==> src/trace_event_subscription_matcher_defines.svh <==
// ----------------------------------------------------------------------------
// Assertion macros for the trace event subscription matcher
// Shared assertion wrappers; they expect clk and arst_n in scope.
// ----------------------------------------------------------------------------
`ifndef TRACE_EVENT_SUBSCRIPTION_MATCHER_DEFINES_SVH
`define TRACE_EVENT_SUBSCRIPTION_MATCHER_DEFINES_SVH
`ifndef NO_ASSERTIONS
`define TESM_ASSERT(lbl, prop) lbl: assert property (@(posedge clk) disable iff (!arst_n) \
	prop) else $error("tesm: assertion failed");
`define TESM_ASSERT_IMPL(lbl, cond, prop) lbl: assert property (@(posedge clk) \
	disable iff (!arst_n) (cond) |-> (prop)) else $error("tesm: implication failed");
`define TESM_ASSERT_NEXT(lbl, cond, prop) lbl: assert property (@(posedge clk) \
	disable iff (!arst_n) (cond) |=> (prop)) else $error("tesm: next-cycle check failed");
`else
`define TESM_ASSERT(lbl, prop)
`define TESM_ASSERT_IMPL(lbl, cond, prop)
`define TESM_ASSERT_NEXT(lbl, cond, prop)
`endif
`endif

==> src/tesm_pkg.sv <==
// ----------------------------------------------------------------------------
// tesm_pkg
// Types and constants shared by the subscription matcher modules.
// ----------------------------------------------------------------------------
package tesm_pkg;

	localparam int MaxResults = 16;
	localparam int ResW = $clog2(MaxResults + 1);

	localparam logic [1:0] OP_REGISTER = 2'd0;
	localparam logic [1:0] OP_CANCEL   = 2'd1;
	localparam logic [1:0] OP_FRAME    = 2'd2;

	localparam logic [1:0] RK_MATCH = 2'd0;
	localparam logic [1:0] RK_ADDED = 2'd1;
	localparam logic [1:0] RK_FULL  = 2'd2;

	localparam logic CFG_WATCHED_CATEGORY = 1'b0;
	localparam logic CFG_SUBCATEGORY_BASE = 1'b1;

	typedef enum logic [1:0] {
		CMD_REG    = 2'd0,
		CMD_CANCEL = 2'd1,
		CMD_FRAME  = 2'd2
	} cmd_kind_t;

	// One classified word handed from the front to the back.
	typedef struct packed {
		cmd_kind_t        kind;
		logic [7:0]       sub;
		logic [1:0]       cnt;
		logic [2:0][31:0] key;
		logic [7:0]       obs;
		logic             shot;
		logic [31:0]      tick;
	} cmd_t;

	// Table entry descriptor, without the key words.
	typedef struct packed {
		logic [1:0] cnt;
		logic       shot;
		logic [7:0] obs;
		logic [7:0] sub;
	} tag_t;

endpackage

==> src/tesm_front.sv <==
// ----------------------------------------------------------------------------
// tesm_front
// Holds the filter registers, accepts words and classifies them.
// ----------------------------------------------------------------------------
module tesm_front #(
	parameter int MAX_WORDS = 3
) (
	input  logic              clk,
	input  logic              arst_n,
	input  logic              cfg_write_en,
	input  logic [0:0]        cfg_index,
	input  logic [7:0]        cfg_data,
	input  logic              item_valid,
	output logic              item_ready,
	input  logic [1:0]        opcode,
	input  logic [7:0]        category,
	input  logic [7:0]        sub_category,
	input  logic [3:0]        word_count,
	input  logic [31:0]       key_word0,
	input  logic [31:0]       key_word1,
	input  logic [31:0]       key_word2,
	input  logic [7:0]        observer_id,
	input  logic              one_shot,
	input  logic [31:0]       tick_count,
	output logic              push_valid,
	input  logic              push_ready,
	output tesm_pkg::cmd_t    push_cmd
);

	logic [7:0] watched_category_q;
	logic [7:0] subcategory_base_q;
	logic       keep;
	logic       small_key;

	always_ff @(posedge clk or negedge arst_n) begin
		if (!arst_n) begin
			watched_category_q <= '0;
			subcategory_base_q <= '0;
		end else if (cfg_write_en) begin
			if (cfg_index[0] == tesm_pkg::CFG_WATCHED_CATEGORY) begin
				watched_category_q <= cfg_data;
			end else begin
				subcategory_base_q <= cfg_data;
			end
		end
	end

	assign small_key = (word_count <= 4'(MAX_WORDS));

	// Filtered frames, oversized frames and the unused opcode are taken and dropped here.
	always_comb begin
		keep = 1'b0;
		push_cmd.kind = tesm_pkg::CMD_REG;
		case (opcode)
			tesm_pkg::OP_REGISTER: begin
				keep = 1'b1;
				push_cmd.kind = tesm_pkg::CMD_REG;
			end
			tesm_pkg::OP_CANCEL: begin
				keep = 1'b1;
				push_cmd.kind = tesm_pkg::CMD_CANCEL;
			end
			tesm_pkg::OP_FRAME: begin
				keep = (category == watched_category_q) &&
					(sub_category > subcategory_base_q) && small_key;
				push_cmd.kind = tesm_pkg::CMD_FRAME;
			end
			default: begin
				keep = 1'b0;
			end
		endcase
		push_cmd.sub  = sub_category;
		push_cmd.cnt  = small_key ? word_count[1:0] : 2'(MAX_WORDS);
		push_cmd.key  = {key_word2, key_word1, key_word0};
		push_cmd.obs  = observer_id;
		push_cmd.shot = one_shot;
		push_cmd.tick = tick_count;
	end

	assign item_ready = push_ready;
	assign push_valid = item_valid && keep;

endmodule

==> src/tesm_queue.sv <==
// ----------------------------------------------------------------------------
// tesm_queue
// Two-entry queue that decouples the front from the table engine.
// ----------------------------------------------------------------------------
module tesm_queue (
	input  logic           clk,
	input  logic           arst_n,
	input  logic           push_valid,
	output logic           push_ready,
	input  tesm_pkg::cmd_t push_cmd,
	output logic           pop_valid,
	input  logic           pop_ready,
	output tesm_pkg::cmd_t pop_cmd
);

	tesm_pkg::cmd_t slot_q [2];
	logic           wr_ptr_q;
	logic           rd_ptr_q;
	logic [1:0]     fill_q;
	logic           do_push;
	logic           do_pop;

	assign push_ready = (fill_q != 2'd2);
	assign pop_valid  = (fill_q != 2'd0);
	assign pop_cmd    = slot_q[rd_ptr_q];
	assign do_push    = push_valid && push_ready;
	assign do_pop     = pop_valid && pop_ready;

	always_ff @(posedge clk) begin
		if (do_push) begin
			slot_q[wr_ptr_q] <= push_cmd;
		end
	end

	always_ff @(posedge clk or negedge arst_n) begin
		if (!arst_n) begin
			wr_ptr_q <= 1'b0;
			rd_ptr_q <= 1'b0;
			fill_q   <= 2'd0;
		end else begin
			if (do_push) begin
				wr_ptr_q <= ~wr_ptr_q;
			end
			if (do_pop) begin
				rd_ptr_q <= ~rd_ptr_q;
			end
			if (do_push && !do_pop) begin
				fill_q <= fill_q + 2'd1;
			end else if (do_pop && !do_push) begin
				fill_q <= fill_q - 2'd1;
			end
		end
	end

endmodule

==> src/tesm_back.sv <==
// ----------------------------------------------------------------------------
// tesm_back
// Subscription table engine: append, match scan, compaction and results.
// ----------------------------------------------------------------------------
`include "trace_event_subscription_matcher_defines.svh"

module tesm_back #(
	parameter int TABLE_DEPTH = 16,
	parameter int MAX_WORDS   = 3
) (
	input  logic           clk,
	input  logic           arst_n,
	input  logic           cmd_valid,
	output logic           cmd_ready,
	input  tesm_pkg::cmd_t cmd,
	output logic           result_valid,
	input  logic           result_ready,
	output logic [1:0]     result_kind,
	output logic [7:0]     matched_observer,
	output logic [31:0]    event_tick,
	output logic           last_result
);

	localparam int IDX_W     = (TABLE_DEPTH > 1) ? $clog2(TABLE_DEPTH) : 1;
	localparam int CNT_W     = $clog2(TABLE_DEPTH + 1);
	localparam int WORD_BITS = MAX_WORDS * 32;

	typedef enum logic [4:0] {
		ST_IDLE    = 5'b00001,
		ST_REG     = 5'b00010,
		ST_MATCH   = 5'b00100,
		ST_FLUSH   = 5'b01000,
		ST_COMPACT = 5'b10000
	} state_t;

	tesm_pkg::tag_t         tag_mem  [TABLE_DEPTH];
	logic [WORD_BITS-1:0]   word_mem [TABLE_DEPTH];
	tesm_pkg::tag_t         tag_rd_s1;
	logic [WORD_BITS-1:0]   word_rd_s1;

	state_t                 state_q;
	tesm_pkg::cmd_t         cmd_q;
	logic [CNT_W-1:0]       count_q;
	logic [CNT_W-1:0]       ptr_q;
	logic [CNT_W-1:0]       wr_q;
	logic                   valid_s1;
	logic [IDX_W-1:0]       idx_s1;
	logic [TABLE_DEPTH-1:0] kill_q;
	logic [tesm_pkg::ResW-1:0] nres_q;
	logic                   held_valid_q;
	logic [7:0]             held_obs_q;

	logic                   slot_free;
	logic                   full;
	logic                   words_eq;
	logic                   entry_hit;
	logic                   hit_s1;
	logic                   want_emit;
	logic                   stall;
	logic                   match_issue;
	logic                   compact_issue;
	logic [IDX_W-1:0]       match_idx;
	logic [IDX_W-1:0]       raddr;
	logic                   we;
	logic [IDX_W-1:0]       waddr;
	tesm_pkg::tag_t         wtag;
	logic [WORD_BITS-1:0]   wwords;
	logic                   push;
	logic [1:0]             push_kind;
	logic [7:0]             push_obs;
	logic [31:0]            push_tick;
	logic                   push_last;

	assign slot_free = !result_valid || result_ready;
	assign full      = (count_q == CNT_W'(TABLE_DEPTH));
	assign cmd_ready = (state_q == ST_IDLE);

	always_comb begin
		words_eq = 1'b1;
		for (int w = 0; w < MAX_WORDS; w++) begin
			if ((w < int'(cmd_q.cnt)) && (word_rd_s1[w*32 +: 32] != cmd_q.key[w])) begin
				words_eq = 1'b0;
			end
		end
	end

	assign entry_hit = (cmd_q.kind == tesm_pkg::CMD_CANCEL) ?
		(tag_rd_s1.obs == cmd_q.obs) :
		((tag_rd_s1.sub == cmd_q.sub) && (tag_rd_s1.cnt == cmd_q.cnt) && words_eq);
	assign hit_s1    = (state_q == ST_MATCH) && valid_s1 && entry_hit;
	assign want_emit = hit_s1 && (cmd_q.kind == tesm_pkg::CMD_FRAME) &&
		(nres_q < tesm_pkg::ResW'(tesm_pkg::MaxResults));
	assign stall     = want_emit && held_valid_q && !slot_free;

	assign match_issue   = (state_q == ST_MATCH) && !stall && (ptr_q != '0);
	assign match_idx     = IDX_W'(ptr_q - CNT_W'(1));
	assign compact_issue = (state_q == ST_COMPACT) && (ptr_q != count_q);

	always_comb begin
		case (state_q)
			ST_MATCH:   raddr = stall ? idx_s1 : match_idx;
			ST_COMPACT: raddr = IDX_W'(ptr_q);
			default:    raddr = '0;
		endcase
	end

	always_comb begin
		we     = 1'b0;
		waddr  = IDX_W'(count_q);
		wtag   = tag_rd_s1;
		wwords = word_rd_s1;
		if (state_q == ST_REG) begin
			we       = slot_free && !full;
			wtag.sub  = cmd_q.sub;
			wtag.obs  = cmd_q.obs;
			wtag.shot = cmd_q.shot;
			wtag.cnt  = cmd_q.cnt;
			for (int w = 0; w < MAX_WORDS; w++) begin
				wwords[w*32 +: 32] = cmd_q.key[w];
			end
		end else if (state_q == ST_COMPACT) begin
			we    = valid_s1 && !kill_q[idx_s1];
			waddr = IDX_W'(wr_q);
		end
	end

	always_ff @(posedge clk) begin
		if (we) begin
			tag_mem[waddr]  <= wtag;
			word_mem[waddr] <= wwords;
		end
		tag_rd_s1  <= tag_mem[raddr];
		word_rd_s1 <= word_mem[raddr];
	end

	always_comb begin
		push      = 1'b0;
		push_kind = tesm_pkg::RK_MATCH;
		push_obs  = held_obs_q;
		push_tick = cmd_q.tick;
		push_last = 1'b0;
		case (state_q)
			ST_REG: begin
				push      = slot_free;
				push_kind = full ? tesm_pkg::RK_FULL : tesm_pkg::RK_ADDED;
				push_obs  = cmd_q.obs;
				push_tick = '0;
				push_last = 1'b1;
			end
			ST_MATCH: begin
				push = want_emit && held_valid_q && !stall;
			end
			ST_FLUSH: begin
				push      = held_valid_q && slot_free;
				push_last = 1'b1;
			end
			default: begin
				push = 1'b0;
			end
		endcase
	end

	always_ff @(posedge clk) begin
		if (push) begin
			result_kind      <= push_kind;
			matched_observer <= push_obs;
			event_tick       <= push_tick;
			last_result      <= push_last;
		end
	end

	always_ff @(posedge clk or negedge arst_n) begin
		if (!arst_n) begin
			state_q      <= ST_IDLE;
			cmd_q        <= '0;
			count_q      <= '0;
			ptr_q        <= '0;
			wr_q         <= '0;
			valid_s1     <= 1'b0;
			idx_s1       <= '0;
			kill_q       <= '0;
			nres_q       <= '0;
			held_valid_q <= 1'b0;
			held_obs_q   <= '0;
			result_valid <= 1'b0;
		end else begin
			if (push) begin
				result_valid <= 1'b1;
			end else if (result_ready) begin
				result_valid <= 1'b0;
			end
			case (state_q)
				ST_IDLE: begin
					if (cmd_valid) begin
						cmd_q    <= cmd;
						ptr_q    <= count_q;
						kill_q   <= '0;
						nres_q   <= '0;
						valid_s1 <= 1'b0;
						state_q  <= (cmd.kind == tesm_pkg::CMD_REG) ? ST_REG : ST_MATCH;
					end
				end
				ST_REG: begin
					if (slot_free) begin
						if (!full) begin
							count_q <= count_q + CNT_W'(1);
						end
						state_q <= ST_IDLE;
					end
				end
				ST_MATCH: begin
					if (!stall) begin
						valid_s1 <= match_issue;
						if (match_issue) begin
							idx_s1 <= match_idx;
							ptr_q  <= ptr_q - CNT_W'(1);
						end
						if (hit_s1 && ((cmd_q.kind == tesm_pkg::CMD_CANCEL) || tag_rd_s1.shot)) begin
							kill_q[idx_s1] <= 1'b1;
						end
						if (want_emit) begin
							held_valid_q <= 1'b1;
							held_obs_q   <= tag_rd_s1.obs;
							nres_q       <= nres_q + tesm_pkg::ResW'(1);
						end
						if ((ptr_q == '0) && !valid_s1) begin
							state_q <= ST_FLUSH;
						end
					end
				end
				ST_FLUSH: begin
					if (!held_valid_q || slot_free) begin
						held_valid_q <= 1'b0;
						ptr_q        <= '0;
						wr_q         <= '0;
						valid_s1     <= 1'b0;
						state_q      <= ST_COMPACT;
					end
				end
				ST_COMPACT: begin
					valid_s1 <= compact_issue;
					if (compact_issue) begin
						idx_s1 <= IDX_W'(ptr_q);
						ptr_q  <= ptr_q + CNT_W'(1);
					end
					if (valid_s1 && !kill_q[idx_s1]) begin
						wr_q <= wr_q + CNT_W'(1);
					end
					if (!compact_issue && !valid_s1) begin
						count_q <= wr_q;
						state_q <= ST_IDLE;
					end
				end
				default: begin
					state_q <= ST_IDLE;
				end
			endcase
		end
	end

	`TESM_ASSERT(a_count_in_range, count_q <= CNT_W'(TABLE_DEPTH))
	`TESM_ASSERT_IMPL(a_held_only_in_scan, held_valid_q, (state_q == ST_MATCH) || (state_q == ST_FLUSH))
	`TESM_ASSERT_IMPL(a_compact_behind_read, state_q == ST_COMPACT, wr_q <= ptr_q)
	`TESM_ASSERT_NEXT(a_stall_keeps_entry, stall, valid_s1 && $stable(idx_s1))
	`TESM_ASSERT(a_result_cap, nres_q <= tesm_pkg::ResW'(tesm_pkg::MaxResults))

endmodule

==> src/trace_event_subscription_matcher.sv <==
// ----------------------------------------------------------------------------
// trace_event_subscription_matcher
// Ordered subscription table that matches trace frames against keys.
// ----------------------------------------------------------------------------
//
//   channel   handshake                   direction  payload
//   config    cfg_write_en                in         cfg_index, cfg_data
//   item      item_valid / item_ready     in         opcode ... tick_count
//   result    result_valid / result_ready out        result_kind ... last_result
//
// A register word goes from the engine's command register into the result register once the result slot is free.
// A cancel or frame word scans the table newest to oldest at one entry per
// cycle through the registered table read port while no result is stalled,
// then compacts it oldest to newest at one entry per cycle.
// Reset clears the table fill count and the filter registers; the table
// contents need no clearing since only filled entries are read.
// A stalled result holds the engine wherever it has a result word to hand
// over (register result, match scan, final flush); the front keeps taking
// words into its two-entry queue while the queue has room.
//
// The front holds the watched category and subcategory base registers and
// drops words that can never produce a result (filtered or oversized
// frames and the unused opcode) right at the port. Everything else goes
// through a short queue to the table engine. The engine keeps one match
// back in a holding register so that it can mark the final result of a
// frame once the scan ends; matches past the sixteenth are not reported
// but still remove their one-shot entries.
// ----------------------------------------------------------------------------
module trace_event_subscription_matcher #(
	parameter int TABLE_DEPTH = 16,
	parameter int MAX_WORDS   = 3
) (
	input  logic        clk,
	input  logic        arst_n,
	input  logic        cfg_write_en,
	input  logic [0:0]  cfg_index,
	input  logic [7:0]  cfg_data,
	input  logic        item_valid,
	output logic        item_ready,
	input  logic [1:0]  opcode,
	input  logic [7:0]  category,
	input  logic [7:0]  sub_category,
	input  logic [3:0]  word_count,
	input  logic [31:0] key_word0,
	input  logic [31:0] key_word1,
	input  logic [31:0] key_word2,
	input  logic [7:0]  observer_id,
	input  logic        one_shot,
	input  logic [31:0] tick_count,
	output logic        result_valid,
	input  logic        result_ready,
	output logic [1:0]  result_kind,
	output logic [7:0]  matched_observer,
	output logic [31:0] event_tick,
	output logic        last_result
);

	logic           push_valid;
	logic           push_ready;
	tesm_pkg::cmd_t push_cmd;
	logic           pop_valid;
	logic           pop_ready;
	tesm_pkg::cmd_t pop_cmd;

	tesm_front #(
		.MAX_WORDS(MAX_WORDS)
	) u_front (
		.clk          (clk),
		.arst_n       (arst_n),
		.cfg_write_en (cfg_write_en),
		.cfg_index    (cfg_index),
		.cfg_data     (cfg_data),
		.item_valid   (item_valid),
		.item_ready   (item_ready),
		.opcode       (opcode),
		.category     (category),
		.sub_category (sub_category),
		.word_count   (word_count),
		.key_word0    (key_word0),
		.key_word1    (key_word1),
		.key_word2    (key_word2),
		.observer_id  (observer_id),
		.one_shot     (one_shot),
		.tick_count   (tick_count),
		.push_valid   (push_valid),
		.push_ready   (push_ready),
		.push_cmd     (push_cmd)
	);

	tesm_queue u_queue (
		.clk        (clk),
		.arst_n     (arst_n),
		.push_valid (push_valid),
		.push_ready (push_ready),
		.push_cmd   (push_cmd),
		.pop_valid  (pop_valid),
		.pop_ready  (pop_ready),
		.pop_cmd    (pop_cmd)
	);

	tesm_back #(
		.TABLE_DEPTH(TABLE_DEPTH),
		.MAX_WORDS  (MAX_WORDS)
	) u_back (
		.clk              (clk),
		.arst_n           (arst_n),
		.cmd_valid        (pop_valid),
		.cmd_ready        (pop_ready),
		.cmd              (pop_cmd),
		.result_valid     (result_valid),
		.result_ready     (result_ready),
		.result_kind      (result_kind),
		.matched_observer (matched_observer),
		.event_tick       (event_tick),
		.last_result      (last_result)
	);

endmodule
==> config.mk <==
export PLATFORM = sky130hd
export DESIGN_NAME = trace_event_subscription_matcher
export DESIGN_NICKNAME = d
export VERILOG_FILES = /design/src/tesm_pkg.sv /design/src/tesm_front.sv /design/src/tesm_queue.sv /design/src/tesm_back.sv /design/src/trace_event_subscription_matcher.sv
export VERILOG_INCLUDE_DIRS = /design/src /design/src/src
export SDC_FILE = /design/constraint.sdc
export NUM_CORES = 2
export LEC_CHECK = 0
export BUFFER_PORTS_ARGS = -buffer_cell sky130_fd_sc_hd__buf_2
export CAP_MARGIN = 20
export CORE_MARGIN = 1.5
export CORE_UTILIZATION = 32
export DETAILED_ROUTE_END_ITERATION = 7
export PLACE_DENSITY = 0.5
export SYNTH_ARGS = -nofsm -noshare
export SYNTH_HDL_FRONTEND = slang
export SYNTH_SLANG_ARGS = --single-unit
==> constraint.sdc <==
create_clock -name clk -period 11.7 [get_ports clk]
set_input_delay 1.755 -clock clk [delete_from_list [all_inputs] [get_ports clk]]
set_output_delay 1.755 -clock clk [all_outputs]
set_load 0.1 [all_outputs]
==> impl_metrics.csv <==
group,metric,value,unit
run_status,outcome,"completed",
sta,setup_slack,4800,ps
synth,async_flop_share,0.0893,
finish,layout-drive-gt1-share,0.116,
sta,timing.setup.tns,0,ps
clock_network,numCtsBuffers,283,
die,die_x,556,µm
clock_network,clk_latency,860,ps
clock_network,postCtsResizedCells,0,
clock_network,cts_tree,"yes",
die,dieArea,309000,µm²
drt,drtAntennaViolNets,0,
min_path,worstHoldPathType,"reg2reg",
power,leakage,38.3,nW
place,io_buffers,217,
synth,synthFlopType,"edfxtp_1",
die,initial_core_util,0.322,
clock_network,path_clk_slew,60,ps
synth,avgSynthCellArea,14.4,µm²
critical_path,critPathKind,"reg2reg",
critical_path,cp-start-kind,"flop",
clock_network,ctsHtreeMaxLevel,5,
critical_path,critPathArrivalTime,7680,ps
die,io_pins,218,
drt,drtIter0Drc,5850,
sta,setup_violations,0,
grt,grt_overflow,0,
run,cap_viol_max_count,0,
synth,yosysWarnings,0,
synth,synth_seq_cells,2521,
synth,syn-num-nets,7008,
sta,rsz0062_at_grt,"no",
sta,post-route-period-util,0.589,
drt,drt-wirelength-per-cell,25.3,µm
drt,via_per_inst,5.29,
sta,whs,469,ps
place,gp_congestion,0.744,
sta,slew_violations,0,
synth,yosysSeqAreaShare,0.750,
die,num_rows,202,
power,max-vdd-ir-drop,0.000167,V
drt,drc,0,
place,dp_hpwl,138000,µm
sta,hold_viol_final,0,
finish,mostFrequentLayoutCells,"2181 x edfxtp_1, 1140 x nand2_1, 662 x a211oi_1",
die,dieHeight,556,µm
drt,num_vias,59600,
clock_network,cts_setup_buffers,0,
power,power_density,242,nW/µm²
synth,yosys.area.top_type,"edfxtp_1",
finish,nNetsFinal,7132,
synth,synthCells,6817,
clock_network,cts_root_buf,"clkbuf_16",
finish,final_common_cell,"edfxtp_1",
synth,yosys-top-cells-area,"edfxtp_1 67%, dfrtp_1 5.7%, a211oi_1 5.1%",
place,pre_cts_ws,4850,ps
grt,grt_pass1_wl,413000,µm
grt,grt_max_degree,169,
clock_network,hold_buffers,0,
grt,first_global_vias,58400,
synth,synth_edf_count,2181,
die,core,304000,µm²
sta,fmax,0.145,GHz
clock_network,cts_buffer_depth,4,
sta,relSlewSlack,0.240,
synth,yosysTopAreaCellShare,0.669,
sta,worst_pin_slew,1140,ps
sta,period_needed,6900,ps
drt,routed_wl,285000,µm
sta,finClkSkew,65.8,ps
synth,ys_types,59,
grt,antenna_found_initial,13,
synth,synth_area,98000,µm²
critical_path,crit_fanout,70,
finish,area_delta_synth_final,14.9,%
critical_path,cp-end-kind,"flop",
clock_network,clock_sinks,2521,
critical_path,required,12480,ps
grt,gr-usage-all-layers,0.179,
drt,dr.pass1.iters,5,
state kept, by name (all words and copies together), names as in the netlist, 2 cells and up:
name                        count
u_back.word_mem              1536
u_back.tag_mem                304
u_queue.slot_q                298
u_back.cmd_q                  149
u_back.word_rd_s1              96
u_back.event_tick              32
u_back.tag_rd_s1               19
u_back.kill_q                  16
u_back.held_obs_q               8
u_back.matched_observer         8
u_front.subcategory_base_q      8
u_front.watched_category_q      8
u_back.count_q                  5
u_back.nres_q                   5
u_back.ptr_q                    5
u_back.state_q                  5
u_back.wr_q                     5
u_back.idx_s1                   4
u_back.result_kind              2
u_queue.fill_q                  2
cell families (layout without fill, tap and decap cells):
logic type,count (synthesis),after routing,share of synthesized area
and+or+nand+nor,1804,1804,0.0857
other,0,7,0
DFF,2521,2521,0.750
muxes,181,181,0.0194
AOI/OAI and AO/OA,1638,1638,0.108
adders and majority gates,18,18,0.00230
xor gates and xnor gates,140,140,0.0125
buffers and inverters,515,870,0.0222
stage by stage:
| step | area, µm² | power, mW | cells | util |
|---|---|---|---|---|
| after global routing | 113000 | 28.4 | 11300 | 0.370 |
| after detailed placement | 103000 | 18.7 | 10700 | 0.341 |
| after floorplan | 98000 | 16.3 | 6817 | - |
| final | 113000 | 27.2 | 11300 | 0.370 |
| after global placement | 103000 | 18.6 | 10700 | 0.341 |
| after CTS | 113000 | 27.4 | 11300 | 0.370 |
final timing paths:
path | from | end | slack, ps | cells after the start
max | u_back.cmd_q[70]$_DFFE_PN0P_ | u_back.word_rd_s1[71]$_DFF_P_ | 4800 | 14
min | u_back.cmd_q[2]$_DFFE_PN0P_ | u_back.cmd_q[2]$_DFFE_PN0P_ | 470 | 2
max reg2reg | u_back.cmd_q[70]$_DFFE_PN0P_ | u_back.word_rd_s1[71]$_DFF_P_ | 4800 | 14
min reg2reg | u_back.cmd_q[2]$_DFFE_PN0P_ | u_back.cmd_q[2]$_DFFE_PN0P_ | 470 | 2
max in group asynchronous | arst_n | u_queue.rd_ptr_q$_DFFE_PN0P_ | 8570 | 3
min in group asynchronous | arst_n | u_queue.wr_ptr_q$_DFFE_PN0P_ | 920 | 1
Yosys cell counts (all sizes together) (20+ instances only):
library cell	count
and2	39
a221oi	132
dfxtp	115
a211oi	663
a21oi	620
nor4	24
dfrtp	224
buf	123
nand2	1143
xor2	90
o21ai	178
edfxtp	2181
nor2	61
mux2i	150
xnor2	50
clkbuf	371
nand3	20
and3	331
mux2	27
or4	116
worst max-delay path, cell delays in order, from the launching register on:
cell and delay, ps:
dfrtp_1 400, xor2_1 180, nor4_1 680, nand4_1 780, o41ai_2 680, a21oi_1 180
a211oi_4 550, o22ai_4 140, buf_4 350, nand2_4 790, buf_4 600, buf_4 690
a211oi_1 170, a211oi_1 300, or4_1 170
power breakdown:
part / internal, mW / total, mW / leakage [nW] / switching (mW)
logic: 1.59 / 6.07 / 10.5 / 4.49
registers: 11.8 / 12.4 / 23.4 / 0.631
clock network: 5.10 / 8.71 / 4.43 / 3.61
total: 18.5 / 27.2 / 38.3 / 8.72
per-layer routing:
metal  up-vias  track usage  routed length, µm
met3       376       0.0234              17500
met1     30900        0.266             133000
met2      1956        0.280             129000
met5         -            0                 25
met4         4       0.0377               5160
li1      26300            -                  -
layout make-up:
class	instances	area, µm²
Fill cell	28700	191000
Sequential cell	2521	73400
Multi-Input combinational cell	3781	22600
Clock buffer	392	7870
Tap cell	4080	5100
Timing Repair Buffer	333	2260
Clock inverter	124	1170
Inverter	21	86.3
Antenna cell	7	17.5
Note: power is estimated with default switching activity, not from simulation.
